--- src/rtl/cpt_decide.sv ---
// Side selection for the peak walk: registered cross products of gain and distance.
// Depends on nothing; instantiated by correlation_peak_tracker.
`timescale 1ns / 1ps
`default_nettype none

module cpt_decide #(
  parameter int SAMPLE_BITS = 16,
  parameter int POS_BITS = 10
) (
  input  wire logic                  clk,
  input  wire logic [SAMPLE_BITS:0]  gain_left,
  input  wire logic [SAMPLE_BITS:0]  gain_right,
  input  wire logic [POS_BITS-1:0]   dist_left,
  input  wire logic [POS_BITS-1:0]   dist_right,
  output logic                       take_left
);

  localparam int PW = SAMPLE_BITS + 1 + POS_BITS;

  logic [PW-1:0] prod_left;
  logic [PW-1:0] prod_right;

  // The left gain is weighed against the right distance and vice versa,
  // so the two ratios are compared without a divider.
  always_ff @(posedge clk) begin
    prod_left  <= PW'(gain_left) * PW'(dist_right);
    prod_right <= PW'(gain_right) * PW'(dist_left);
  end

  assign take_left = prod_left > prod_right;

endmodule

`default_nettype wire

--- config.mk ---
export PLATFORM = sky130hd
export DESIGN_NAME = cpt_decide
export DESIGN_NICKNAME = d
export VERILOG_FILES = /design/src/rtl/cpt_decide.sv
export SDC_FILE = /design/constraint.sdc
export NUM_CORES = 1
export LEC_CHECK = 0
export BUFFER_PORTS_ARGS = -buffer_cell sky130_fd_sc_hd__buf_2
export CORE_ASPECT_RATIO = 0.9
export CORE_MARGIN = 2
export CORE_UTILIZATION = 59
export CTS_CLUSTER_DIAMETER = 100
export DETAILED_ROUTE_END_ITERATION = 16
export HOLD_SLACK_MARGIN = 0.1
export PLACE_DENSITY_LB_ADDON = 0.3
export SLEW_MARGIN = 15
export SYNTH_ARGS = -nofsm -noshare
export SYNTH_HDL_FRONTEND = slang
export SYNTH_SLANG_ARGS = --single-unit
--- constraint.sdc ---
create_clock -name clk -period 6.1 [get_ports clk]
set_input_delay 0.915 -clock clk [delete_from_list [all_inputs] [get_ports clk]]
set_output_delay 0.915 -clock clk [all_outputs]
set_load 0.02 [all_outputs]
==> results.json <==
{
  "cp.arrival_ns": 5.93,
  "synth-main-ff-cell": "dfxtp_1",
  "crit_required_ns": 6.32,
  "clockBufferDepth": 2,
  "gr-total-overflow": 0,
  "synth_seq_area_share": 0.0854,
  "fmax_mhz": 175,
  "ios": 56,
  "grt_usage": 0.241,
  "grt_max_degree": 18,
  "post-dp-hpwl_um": 21100,
  "netlist_instances": 1428,
  "drt-total-wl_um": 24800,
  "routed-via-count": 9271,
  "fin_crit_ns": 5.71,
  "cts.sinks": 54,
  "place_congestion": 0.847,
  "numCtsBuffers": 5,
  "worstMarginPinSlew_ns": 0.523,
  "tns_ns": 0,
  "fin_area_um2": 13200,
  "antenna_left": 0,
  "ys_async_sr_fraction": 0,
  "rsz0062_at_grt": "no",
  "die_h_um": 143,
  "io_buffers": 55,
  "place_area_um2": 13100,
  "initial_core_util": 0.606,
  "maxSlewHeadroom": 0.648,
  "drv_slew": 0,
  "p_leak_uw": 0.00708,
  "synth-edff-count": 0,
  "cts_root_buf": "clkbuf_16",
  "drive_gt1_frac": 0.0566,
  "dieArea_um2": 22600,
  "cts_tree": "done",
  "ir_worst_vdd_mv": 0.395,
  "core_area_um2": 20900,
  "path_clk_slew_ns": 0.06,
  "placed_cells_incl_taps": 1708,
  "syn2layout_area_growth_pct": 4.47,
  "first_iter_violations": 395,
  "syn_avg_cell_area_um2": 8.86,
  "min_from": "gain_right[0]",
  "final-hold-violation-count": 0,
  "synth_cell_type_count": 59,
  "finalNonFillerCells": 1716,
  "syn_nets": 1870,
  "htree_levels": 2,
  "grt_antenna_before_repair": 0,
  "viasPerCell": 5.40,
  "cp-startpoint": "dist_left[1]",
  "grt_pass1_wl_um": 44300,
  "setup_viol": 0,
  "dr.pass1.iters": 4,
  "power.density_nw_per_um2": 501,
  "final_common_cell": "inv_1",
  "path_class": "in2reg",
  "final_cell_mix": "inv_1 (279), fa_1 (236), nand2_1 (196), and2_1 (169), ha_1 (151)",
  "ys_seq_elements": 54,
  "wl_per_cell_um": 14.4,
  "crit_path_start_kind": "input pin",
  "outcome": "finished, final reports clean",
  "die_w_um": 158,
  "synthesis.area_um2": 12700,
  "cp_max_fo": 17,
  "fillers": 1820,
  "n_antenna_cell": 0,
  "fin_crit_sh": 0.936,
  "grt_pass1_vias": 9717,
  "rows": 50,
  "drc": 0,
  "maxCapViolations": 0,
  "hp-class": "in2reg",
  "hold_buffers": 0,
  "ctsResizeCount": 0,
  "num-nets-final": 1871,
  "crit_path_end_kind": "flop",
  "cts_setup_buffers": 0,
  "hold_slack_ns": 0.994,
  "yosys_warnings": 0
}
## cells by family after synthesis
logic type                 after synthesis  synth area share
DFF                                     54            0.0854
and+or+nand+nor                        445             0.176
xor gates and xnor gates                44            0.0305
AOI/OAI and AO/OA                      153            0.0824
muxes                                    1          0.000890
adders and majority gates              387             0.523
buffers and inverters                  344             0.102
## through the flow
stage,power [µW],setup slack [ns],util
after floorplan,5190,0.0575,-
after detailed placement,6340,0.112,0.626
final,6620,0.389,0.633
after global routing,7510,0.0699,0.633
after CTS,6670,0.412,0.633
after global placement,6180,0.246,0.626
## sequential cells by signal, summed over array words and instances, names as in the netlist
name        count
prod_left      27
prod_right     27
## final cells by class
class / count / area, µm² / share of cell area
repair buffers: 59 / 305 / 0.0231
inverters: 279 / 1050 / 0.0792
clock inverters: 1 / 5.00 / 0.000379
clock buffers: 7 / 143 / 0.0108
multi-input cells: 1030 / 10300 / 0.778
well taps: 286 / 358 / 0.0271
flip-flops and latches: 54 / 1080 / 0.0818
## worst max-delay path, cell delays in order
cell and delay (ns):
buf_2 0.30, nand2_1 0.14, fa_1 0.56, inv_1 0.05, fa_1 0.50, inv_1 0.05, fa_1 0.54, fa_1 0.42
fa_1 0.49, inv_1 0.04, ha_1 0.34, o21a_1 0.20, o211ai_1 0.27, a2111oi_2 0.11, o311a_1 0.39, or2_4 0.27
a31oi_4 0.18, xnor2_1 0.13
## where the power goes
part	switching [µW]	total, µW	internal [µW]
Combinational	3200	5680	2480
Sequential	50.4	653	603
Clock	118	280	163
## path summary, 6_finish.rpt
kind | endpoint | slack (ns) | cells past startpoint
min | prod_right[0] | 0.99 | 2
max | prod_right[22] | 0.39 | 18
## Yosys cell counts, drive strengths merged, types with 10 or more instances
cell / n / area, µm²
fa: 236 / 4720
nand4: 10 / 62.6
and2: 169 / 1060
xnor2: 27 / 236
a21o: 29 / 218
ha: 151 / 1890
dfxtp: 54 / 1080
a21oi: 51 / 259
o21ai: 21 / 105
nor2: 26 / 97.6
nand2: 196 / 736
inv: 279 / 1050
clkbuf: 64 / 240
xor2: 17 / 149
## metal layers
layer | part of all wire | wire length, µm | vias to the layer above | GRT usage
met5 | 0 | 0 | - | 0
met4 | 0.0055 | 136 | 0 | 0.0232
met3 | 0.045 | 1110 | 18 | 0.0249
met2 | 0.49 | 12200 | 211 | 0.409
met1 | 0.46 | 11300 | 4665 | 0.348
li1 | - | - | 4377 | -
Power figures use the tool's default switching activity.
